File: src/design/signed_divider_three_modes_core_defines.svh
// ---------------------------------------------------------------------------
// Signed divider assertion macros
// Clocked concurrent assertion helpers, compiled out for synthesis.
// ---------------------------------------------------------------------------
`ifndef SIGNED_DIVIDER_THREE_MODES_CORE_DEFINES_SVH
`define SIGNED_DIVIDER_THREE_MODES_CORE_DEFINES_SVH

`ifndef SYNTHESIS
// Checked on every edge outside reset.
`define SD3_ASSERT(label, prop) \
  label: assert property (@(posedge clk) disable iff (rst) prop) \
    else $error("sd3 assertion failed");
// Checked on every edge, reset included.
`define SD3_ASSERT_ALWAYS(label, prop) \
  label: assert property (@(posedge clk) prop) \
    else $error("sd3 assertion failed");
`else
`define SD3_ASSERT(label, prop)
`define SD3_ASSERT_ALWAYS(label, prop)
`endif

`endif

File: src/design/sdiv3_pkg.sv
// ---------------------------------------------------------------------------
// sdiv3_pkg
// Types and constants shared by the three-mode signed divider.
// ---------------------------------------------------------------------------
package sdiv3_pkg;

  localparam int DATA_W = 64;
  localparam int HALF_W = 32;
  localparam int MODE_W = 2;
  localparam int CNT_W  = $clog2(DATA_W);

  // division_mode codes
  localparam logic [MODE_W-1:0] MODE_32_32     = 2'd0;
  localparam logic [MODE_W-1:0] MODE_64_32     = 2'd1;
  localparam logic [MODE_W-1:0] MODE_64_64     = 2'd2;
  localparam logic [MODE_W-1:0] MODE_64_32_ALT = 2'd3;

  typedef struct packed {
    logic signed [DATA_W-1:0] numerator;
    logic signed [DATA_W-1:0] denominator;
  } div_in_t;

  typedef struct packed {
    logic signed [DATA_W-1:0] quotient;
    logic signed [DATA_W-1:0] remainder;
    logic                     div_by_zero;
  } div_out_t;

endpackage

File: src/design/signed_divider_three_modes_core.sv
// ---------------------------------------------------------------------------
// signed_divider_three_modes_core
// Signed 32/32, 64/32 and 64/64 divider built on one restoring subtractor.
// ---------------------------------------------------------------------------
// Usage:
//   cfg_*  : writes division_mode (0 = 32/32, 1 or 3 = 64/32, 2 = 64/64).
//            Always ready; write only while no item is in flight.
//   in_*   : numerator/denominator transfer, taken only while the core is idle.
//   out_*  : quotient, remainder and div_by_zero, held in an output register.
// Sequence: input transfer, 64 restoring steps (one per quotient bit over the
//   full 64-bit magnitude), then the sign fix and the output register load.
//   A zero divisor in the active mode skips the loop and goes straight to the
//   sign fix in ST_FINISH, and the previously produced quotient and remainder
//   are returned again.
// Throughput: one item at a time; a new item is taken only once the last has
//   left ST_FINISH. The shared 66-bit subtractor resolves one quotient bit per cycle.
// Reset: mode returns to 32/32, held quotient/remainder clear to zero, no
//   result pending.
// Stall: a finished result waits in the output register; the core goes idle
//   and takes the next item, and that item's result waits for the register.
// ---------------------------------------------------------------------------
`include "signed_divider_three_modes_core_defines.svh"

module signed_divider_three_modes_core (
  input  logic                                    clk,
  input  logic                                    rst,
  input  logic                                    cfg_valid,
  output logic                                    cfg_ready,
  input  logic [sdiv3_pkg::MODE_W-1:0]            cfg_data,
  input  logic                                    in_valid,
  output logic                                    in_ready,
  input  sdiv3_pkg::div_in_t                      in_data,
  output logic                                    out_valid,
  input  logic                                    out_ready,
  output sdiv3_pkg::div_out_t                     out_data
);

  typedef enum logic [1:0] {
    ST_IDLE,
    ST_DIV,
    ST_FINISH
  } state_t;

  state_t                                state;
  logic [sdiv3_pkg::MODE_W-1:0]          mode;
  logic [sdiv3_pkg::DATA_W-1:0]          held_quotient;
  logic [sdiv3_pkg::DATA_W-1:0]          held_remainder;
  logic [sdiv3_pkg::DATA_W-1:0]          rem;
  logic [sdiv3_pkg::DATA_W-1:0]          quo;
  logic [sdiv3_pkg::DATA_W-1:0]          divisor;
  logic [sdiv3_pkg::CNT_W-1:0]           cnt;
  logic                                  q_neg;
  logic                                  r_neg;
  logic                                  use_held;
  logic                                  dbz;

  logic [sdiv3_pkg::DATA_W-1:0]          n_sel;
  logic [sdiv3_pkg::DATA_W-1:0]          d_sel;
  logic [sdiv3_pkg::DATA_W-1:0]          n_mag;
  logic [sdiv3_pkg::DATA_W-1:0]          d_mag;
  logic [sdiv3_pkg::DATA_W:0]            shifted;
  logic [sdiv3_pkg::DATA_W+1:0]          diff;
  logic [sdiv3_pkg::DATA_W-1:0]          rem_next;
  logic [sdiv3_pkg::DATA_W-1:0]          quo_next;
  logic [sdiv3_pkg::DATA_W-1:0]          q_fixed;
  logic [sdiv3_pkg::DATA_W-1:0]          r_fixed;
  logic                                  out_free;

  assign cfg_ready = 1'b1;
  assign in_ready  = (state == ST_IDLE);
  assign out_free  = !out_valid || out_ready;

  // Operand selection per mode
  always_comb begin
    unique case (mode) inside
      sdiv3_pkg::MODE_32_32: begin
        n_sel = {{sdiv3_pkg::HALF_W{in_data.numerator[sdiv3_pkg::HALF_W-1]}},
                 in_data.numerator[sdiv3_pkg::HALF_W-1:0]};
        d_sel = {{sdiv3_pkg::HALF_W{in_data.denominator[sdiv3_pkg::HALF_W-1]}},
                 in_data.denominator[sdiv3_pkg::HALF_W-1:0]};
      end
      sdiv3_pkg::MODE_64_64: begin
        n_sel = in_data.numerator;
        d_sel = in_data.denominator;
      end
      sdiv3_pkg::MODE_64_32, sdiv3_pkg::MODE_64_32_ALT: begin
        n_sel = in_data.numerator;
        d_sel = {{sdiv3_pkg::HALF_W{in_data.denominator[sdiv3_pkg::HALF_W-1]}},
                 in_data.denominator[sdiv3_pkg::HALF_W-1:0]};
      end
      default: begin
        n_sel = in_data.numerator;
        d_sel = in_data.denominator;
      end
    endcase
  end

  assign n_mag = n_sel[sdiv3_pkg::DATA_W-1] ? (~n_sel + 1'b1) : n_sel;
  assign d_mag = d_sel[sdiv3_pkg::DATA_W-1] ? (~d_sel + 1'b1) : d_sel;

  // One restoring step: shift in the next dividend bit, try a subtract
  assign shifted  = {rem, quo[sdiv3_pkg::DATA_W-1]};
  assign diff     = {1'b0, shifted} - {2'b00, divisor};
  assign rem_next = diff[sdiv3_pkg::DATA_W+1] ? shifted[sdiv3_pkg::DATA_W-1:0]
                                              : diff[sdiv3_pkg::DATA_W-1:0];
  assign quo_next = {quo[sdiv3_pkg::DATA_W-2:0], ~diff[sdiv3_pkg::DATA_W+1]};

  assign q_fixed = q_neg ? (~quo + 1'b1) : quo;
  assign r_fixed = r_neg ? (~rem + 1'b1) : rem;

  always_ff @(posedge clk) begin
    if (rst) begin
      state          <= ST_IDLE;
      out_valid      <= 1'b0;
      mode           <= sdiv3_pkg::MODE_32_32;
      held_quotient  <= '0;
      held_remainder <= '0;
    end else begin
      if (cfg_valid && cfg_ready) begin
        mode <= cfg_data;
      end
      // ST_FINISH reloads the register itself when it drains
      if (out_valid && out_ready && state != ST_FINISH) begin
        out_valid <= 1'b0;
      end
      unique case (state)
        ST_IDLE: begin
          if (in_valid) begin
            rem      <= '0;
            quo      <= n_mag;
            divisor  <= d_mag;
            cnt      <= sdiv3_pkg::CNT_W'(sdiv3_pkg::DATA_W - 1);
            q_neg    <= n_sel[sdiv3_pkg::DATA_W-1] ^ d_sel[sdiv3_pkg::DATA_W-1];
            r_neg    <= n_sel[sdiv3_pkg::DATA_W-1];
            dbz      <= (in_data.denominator == '0);
            use_held <= (d_sel == '0);
            state    <= (d_sel == '0) ? ST_FINISH : ST_DIV;
          end
        end
        ST_DIV: begin
          rem <= rem_next;
          quo <= quo_next;
          cnt <= cnt - 1'b1;
          if (cnt == '0) begin
            state <= ST_FINISH;
          end
        end
        ST_FINISH: begin
          if (out_free) begin
            out_valid            <= 1'b1;
            out_data.div_by_zero <= dbz;
            if (use_held) begin
              out_data.quotient  <= held_quotient;
              out_data.remainder <= held_remainder;
            end else begin
              out_data.quotient  <= q_fixed;
              out_data.remainder <= r_fixed;
              held_quotient      <= q_fixed;
              held_remainder     <= r_fixed;
            end
            state <= ST_IDLE;
          end
        end
        default: state <= ST_IDLE;
      endcase
    end
  end

  // Partial remainder never reaches the divisor while iterating
  `SD3_ASSERT(a_rem_below_divisor, (state == ST_DIV) |-> (rem < divisor))
  // Iteration counter walks down by one each step
  `SD3_ASSERT(a_cnt_step, (state == ST_DIV && cnt != '0) |=> (state == ST_DIV && cnt == $past(cnt) - 1'b1))
  // Last step always hands off to sign fix-up
  `SD3_ASSERT(a_last_step, (state == ST_DIV && cnt == '0) |=> (state == ST_FINISH))
  // A zero divisor never enters the loop
  `SD3_ASSERT(a_zero_skips_loop, (state == ST_DIV) |-> (divisor != '0 && !use_held))

endmodule

File: config.mk
export PLATFORM = sky130hd
export DESIGN_NAME = signed_divider_three_modes_core
export DESIGN_NICKNAME = d
export VERILOG_FILES = /design/src/design/sdiv3_pkg.sv /design/src/design/signed_divider_three_modes_core.sv
export VERILOG_INCLUDE_DIRS = /design/src /design/src/design
export SDC_FILE = /design/constraint.sdc
export NUM_CORES = 1
export LEC_CHECK = 0
export ABC_AREA = 1
export BUFFER_PORTS_ARGS = -buffer_cell sky130_fd_sc_hd__clkbuf_2
export CAP_MARGIN = 20
export CELL_PAD_IN_SITES_DETAIL_PLACEMENT = 0
export CELL_PAD_IN_SITES_GLOBAL_PLACEMENT = 1
export CORE_MARGIN = 5
export CORE_UTILIZATION = 38
export DETAILED_ROUTE_END_ITERATION = 10
export MAX_ROUTING_LAYER = met4
export PLACE_DENSITY_LB_ADDON = 0.3
export SLEW_MARGIN = 20
export SYNTH_ARGS = -nofsm -noshare
export SYNTH_HDL_FRONTEND = slang
export SYNTH_SLANG_ARGS = --single-unit
File: constraint.sdc
create_clock -name clk -period 14.85 [get_ports clk]
set_input_delay 3.7125 -clock clk [delete_from_list [all_inputs] [get_ports clk]]
set_output_delay 3.7125 -clock clk [all_outputs]
set_load 0.01 [all_outputs]
### Word level (Yosys, flattened, before mapping)

Index checks and enable logic that the tools add are counted.

* bits in registers: 464
* bits in latches: 0
* bits in read-only memories: 0
* memories kept: 0
* RAM bits: 0

* bitwise operators: 8
* reduce and logical (&&, ||, !) cells: 16
* multipliers: 0
* eq/ne operators: 8
* div/mod/pow operators: 0
* mux-type cells: 22
* order comparisons: 0
* add/sub/neg operators: 6
* shift operators: 0

Operator list (count)
* 64-bit two-way mux: 8
* 64-bit by 1-bit adder with 64-bit output (second input constant): 4
* 64-bit NOT: 4
* 64-bit case mux with 2 select lines: 2
* 64-bit zero test: 2
* 128-bit two-way mux: 1
* 65-bit by 64-bit subtractor with 66-bit output: 1
* 63-bit two-way mux: 1
* 3-bit AND reduction: 5
* 6-bit case mux with 2 select lines: 1
* 2-bit two-way mux: 4
* 2-bit inequality test (second input constant): 4
* 6-bit zero test: 1
* 6-bit two-way mux: 1
* 2-bit case mux with 3 select lines: 1
* 6-bit by 1-bit subtractor with 6-bit output (second input constant): 1
* 2-bit by 1-bit == test with 1-bit output (second input constant): 2
* 2-bit == test (second input constant): 2
* 2-bit zero test: 2
* 1-bit two-way mux: 3
* 1-bit NOT: 3
* 3-bit OR reduction: 1
* 1-bit logical AND: 2
* 2-bit nonzero test: 1
* other kinds (3): 3

### Longest topological paths before layout

* depth in word-level cells: 7
* mapped depth: 19
* mapped depth without buffers: 18

### Worst setup path before layout

Ideal clock, no wire load.

* path type: input-to-reg
* from: input port rst
* to: register out_data[0] in the netlist's numbering, enable pin
* path slack: 1.042 ns
* setup time: 0.775 ns
* stages on the path: 4
* data arrival time: 13.033 ns
* path buffers: 3
* cells stage by stage: clkbuf_1 clkbuf_1 buf_1 nor3_1

* cells in the longest elaborated chain, start to end: 2

RTL lines
* start, declared: RTL line signed_divider_three_modes_core.sv:26 `input logic rst,`
* 1-bit NOT (no line)
* 3-bit AND reduction (no line)
* end, declared: RTL line signed_divider_three_modes_core.sv:35 `output sdiv3_pkg::div_out_t out_data`

Every way passes these cells.
A chain may end at the register's enable or synchronous reset.

### Final worst setup path

* from: input port in_data[31] in the netlist's numbering
* to: register divisor[24] in the netlist's numbering (data pin)

* cells in the longest elaborated chain, start to end: 2

RTL lines
* start, declared: RTL line signed_divider_three_modes_core.sv:32 `input sdiv3_pkg::div_in_t in_data,`
* 64-bit two-way mux: RTL line signed_divider_three_modes_core.sv:75 `unique case (mode) inside`
* 63-bit two-way mux: RTL line signed_divider_three_modes_core.sv:99 `assign d_mag = d_sel[sdiv3_pkg::DATA_W-1] ? (~d_sel + 1'b1) : d_sel;`
* named net d_mag, one bit: RTL line signed_divider_three_modes_core.sv:60 `logic [sdiv3_pkg::DATA_W-1:0] d_mag;`
* end signal, assigned: RTL line signed_divider_three_modes_core.sv:131 `divisor <= d_mag;`
* end, declared: RTL line signed_divider_three_modes_core.sv:50 `logic [sdiv3_pkg::DATA_W-1:0] divisor;`

The timed path passes the listed nets, and every way through them passes these cells.

==> summary.md <==
| Metric | Value |
|---|---|
| Slew HR | 0.282 |
| CP max stage delay | 0.52 ns |
| Max Slew Vio Count | 0 |
| Initial Utilization | 0.382 |
| Drt drc | 0 |
| Most frequent CP cell | nand2_2 |
| Synthesized flop and latch total | 464 |
| Unrepaired setup endpoints after global routing | false |
| Synth top area cells | edfxtp_1 (29%), nand2_1 (19%), inv_1 (9.4%) |
| Final period util | 0.377 |
| Area occupied by multi-input gates | 0.0173 mm² |
| Clk root buf | clkbuf_16 |
| CP startpoint kind | input port |
| Terminus of the critical flop-to-flop path | rem[0] |
| Setup bufs post-CTS | 0 |
| Setup Skew | 0.0375 ns |
| Placed cell area | 0.0360 mm² |
| Seq/Total Area, Yosys | 0.374 |
| Row count | 109 |
| Vias | 32500 |
| IO Pins | 267 |
| Commonest cells in the netlist | nand2_1 (1710), inv_1 (844), nor2_1 (690) |
| Place WS | 8.63 ns |
| Asr flop ratio synth | 0 |
| TritonRoute pass-1 iters | 7 |
| Netlist Area Pre-Place | 0.0337 mm² |
| DP Wirelength | 96900 µm |
| Drt wl/cell | 18.4 µm |
| Crit path required time | 15.20 ns |
| Clk buf depth | 3 |
| H-tree depth | 2 |
| Vias in the first global route | 29800 |
| Vias per inst | 4.95 |
| Final worst slack | 9.26 ns |
| Post-cts sizing count | 0 |
| Pwr dens | 110 mW/mm² |
| Nets | 5559 |
| Reg2reg start | rem[5] |
| Final instance area | 0.0380 mm² |
| Outcome | complete, no violations |
| # hold bufs at CTS | 0 |
| Hold Path Origin | held_quotient[0] |
| WL final | 121000 µm |
| First-pass GRT wire length | 182000 µm |
| Syn-to-layout area delta | 12.7% |
| CTS Buf Count | 53 |
| Critical path endpoint category | flip-flop |
| Final TNS setup | 0 ns |
| Critical-path cell list | clkbuf_2, nand2_2, nand2_2, buf_4, inv_2, nor2_1, a21oi_1, xor2_1 |
| Worst-Skew Late Latency | 0.64 ns |
| Pin count of the biggest net entering global routing | 121 |
| Global-route usage over all layers | 0.254 |
| CTS tree | built |
| Initial antenna violation count | 1 |
| Layout cells sized above 1 | 0.0799 |
| MaxCap Viol Count | 0 |
| Number of flops mapped to enable cells by yosys | 331 |
| Synth Net Count | 5362 |
| Die Span X | 308 µm |
| CTS clk-pin slew, worst paths | 0.07 ns |
| Post-Syn Instances | 5156 |
| CP Class | in2reg |
| Post-synth top flop | edfxtp_1 |
| CORE AREA | 0.0882 mm² |
| Worst slew pin tran | 1.08 ns |
| Mean post-synth cell area | 6.54 µm² |
| WHS Endpoint | held_quotient[0] |
| Crit path DAT | 5.94 ns |
| Leakage power total | 18.5 nW |
| Total gr overflow | 0 |
| Fin crit period | 5.59 ns |
| Full die area | 0.0947 mm² |
| TritonCTS Sinks | 464 |
| Min-Delay Path Depth | 2 |
| Yosys top cell area share | 0.295 |
| Fin cells | 6562 |
| IO Port Bufs | 265 |
| Synth area leader | edfxtp_1 |
| Worst Hold Class | reg2reg |
| Antenna Nets Post-Route | 0 |
| Slowest CP cell | buf_4 |
| Peak supply drop | 0.0876 mV |
| Post-synthesis cell type count | 43 |
| Util after Layout | 0.430 |
| Drt initial violations | 2803 |
| Fillers | 9531 |
| Die Ht | 308 µm |
| Crit-path max FO | 62 |
| Yosys warns | 0 |
| Final setup fails | 0 |
| Fmax | 0.179 GHz |
| Final Hold Violating Endpoints | 0 |
| Reg area | 0.0126 mm² |
| Placed Instances | 6462 |
| Top-count cell post-synth | nand2_1 |
| FF-to-FF setup slack | 10.73 ns |
| RePlAce Congestion | 0.962 |
| R2R depth | 17 |
| # diodes | 0 |
==> worst max-delay path: cells and delay by family <==
| kind | cells | cell delay, ns |
|---|---|---|
| xor gates and xnor gates | 1 | 0.18 |
| AOI/OAI and AO/OA | 1 | 0.07 |
| buffers and inverters | 3 | 0.94 |
| and+or+nand+nor | 3 | 0.96 |
==> routing by layer <==
metal	vias to the layer above	wire [µm]	GRT usage
li1	16600	-	-
met1	14800	61100	0.392
met4	0	2640	0.0536
met5	-	0	-
met3	110	7440	0.0254
met2	954	49500	0.359
==> worst max-delay path by stage <==
stage | startpoint | end | slack (ns)
6_report | in_data[31] | divisor[24] | 9.26
5_1_grt | out_ready | held_quotient[21] | 9.08
4_1_cts | in_valid | rem[1] | 9.30
3_5_place_dp | in_valid | rem[4] | 8.63
3_3_place_gp | in_valid | rem[4] | 8.63
2_1_floorplan | rst | out_data[0] | 1.04
==> flip-flops by register name (all words and copies together), names as in the netlist, 2 cells and up <==
register,cells
rem,64
held_quotient,64
out_data,129
divisor,64
cnt,6
quo,64
held_remainder,64
mode,2
state,2
==> per-stage QoR <==
stage	power, mW	hold slack [ns]
after floorplan	2.37	0.400
after global placement	2.73	0.478
after detailed placement	2.73	0.483
after CTS	4.18	0.492
after global routing	4.40	0.521
final	4.17	0.493
==> cell families after synthesis <==
family / Yosys count / synth area share
compound gates: 475 / 0.0763
other cells: 1 / 0.000111
simple gates: 2941 / 0.355
xor+xnor: 204 / 0.0530
fa+ha+maj: 71 / 0.0266
buf+inv: 1000 / 0.115
flops: 464 / 0.374
==> placed cells by master, fill, tap and decap left out, types with 70 or more instances in the layout <==
cell      instances
nand2_1        1709
inv_1           842
nor2_1          687
nand3_1         345
edfxtp_1        331
clkbuf_2        264
o21ai_0         240
xor2_1          165
dfxtp_1         133
a21oi_1         121
nand4_1          96
ha_1             70
==> where the power goes <==
| group | total [mW] | switching, mW | internal [mW] |
|---|---|---|---|
| registers | 1.64 | 0.118 | 1.52 |
| clock network | 1.45 | 0.573 | 0.877 |
| logic | 1.08 | 0.762 | 0.321 |
==> cell type report <==
cell class,instances,share of cell area
Multi-Input combinational cell,3692,0.455
Sequential cell,464,0.332
Inverter,853,0.0845
Timing Repair Buffer,289,0.0399
Tap cell,1165,0.0384
Clock buffer,62,0.0372
Clock inverter,37,0.0136
(Power assumes the default switching activity.)
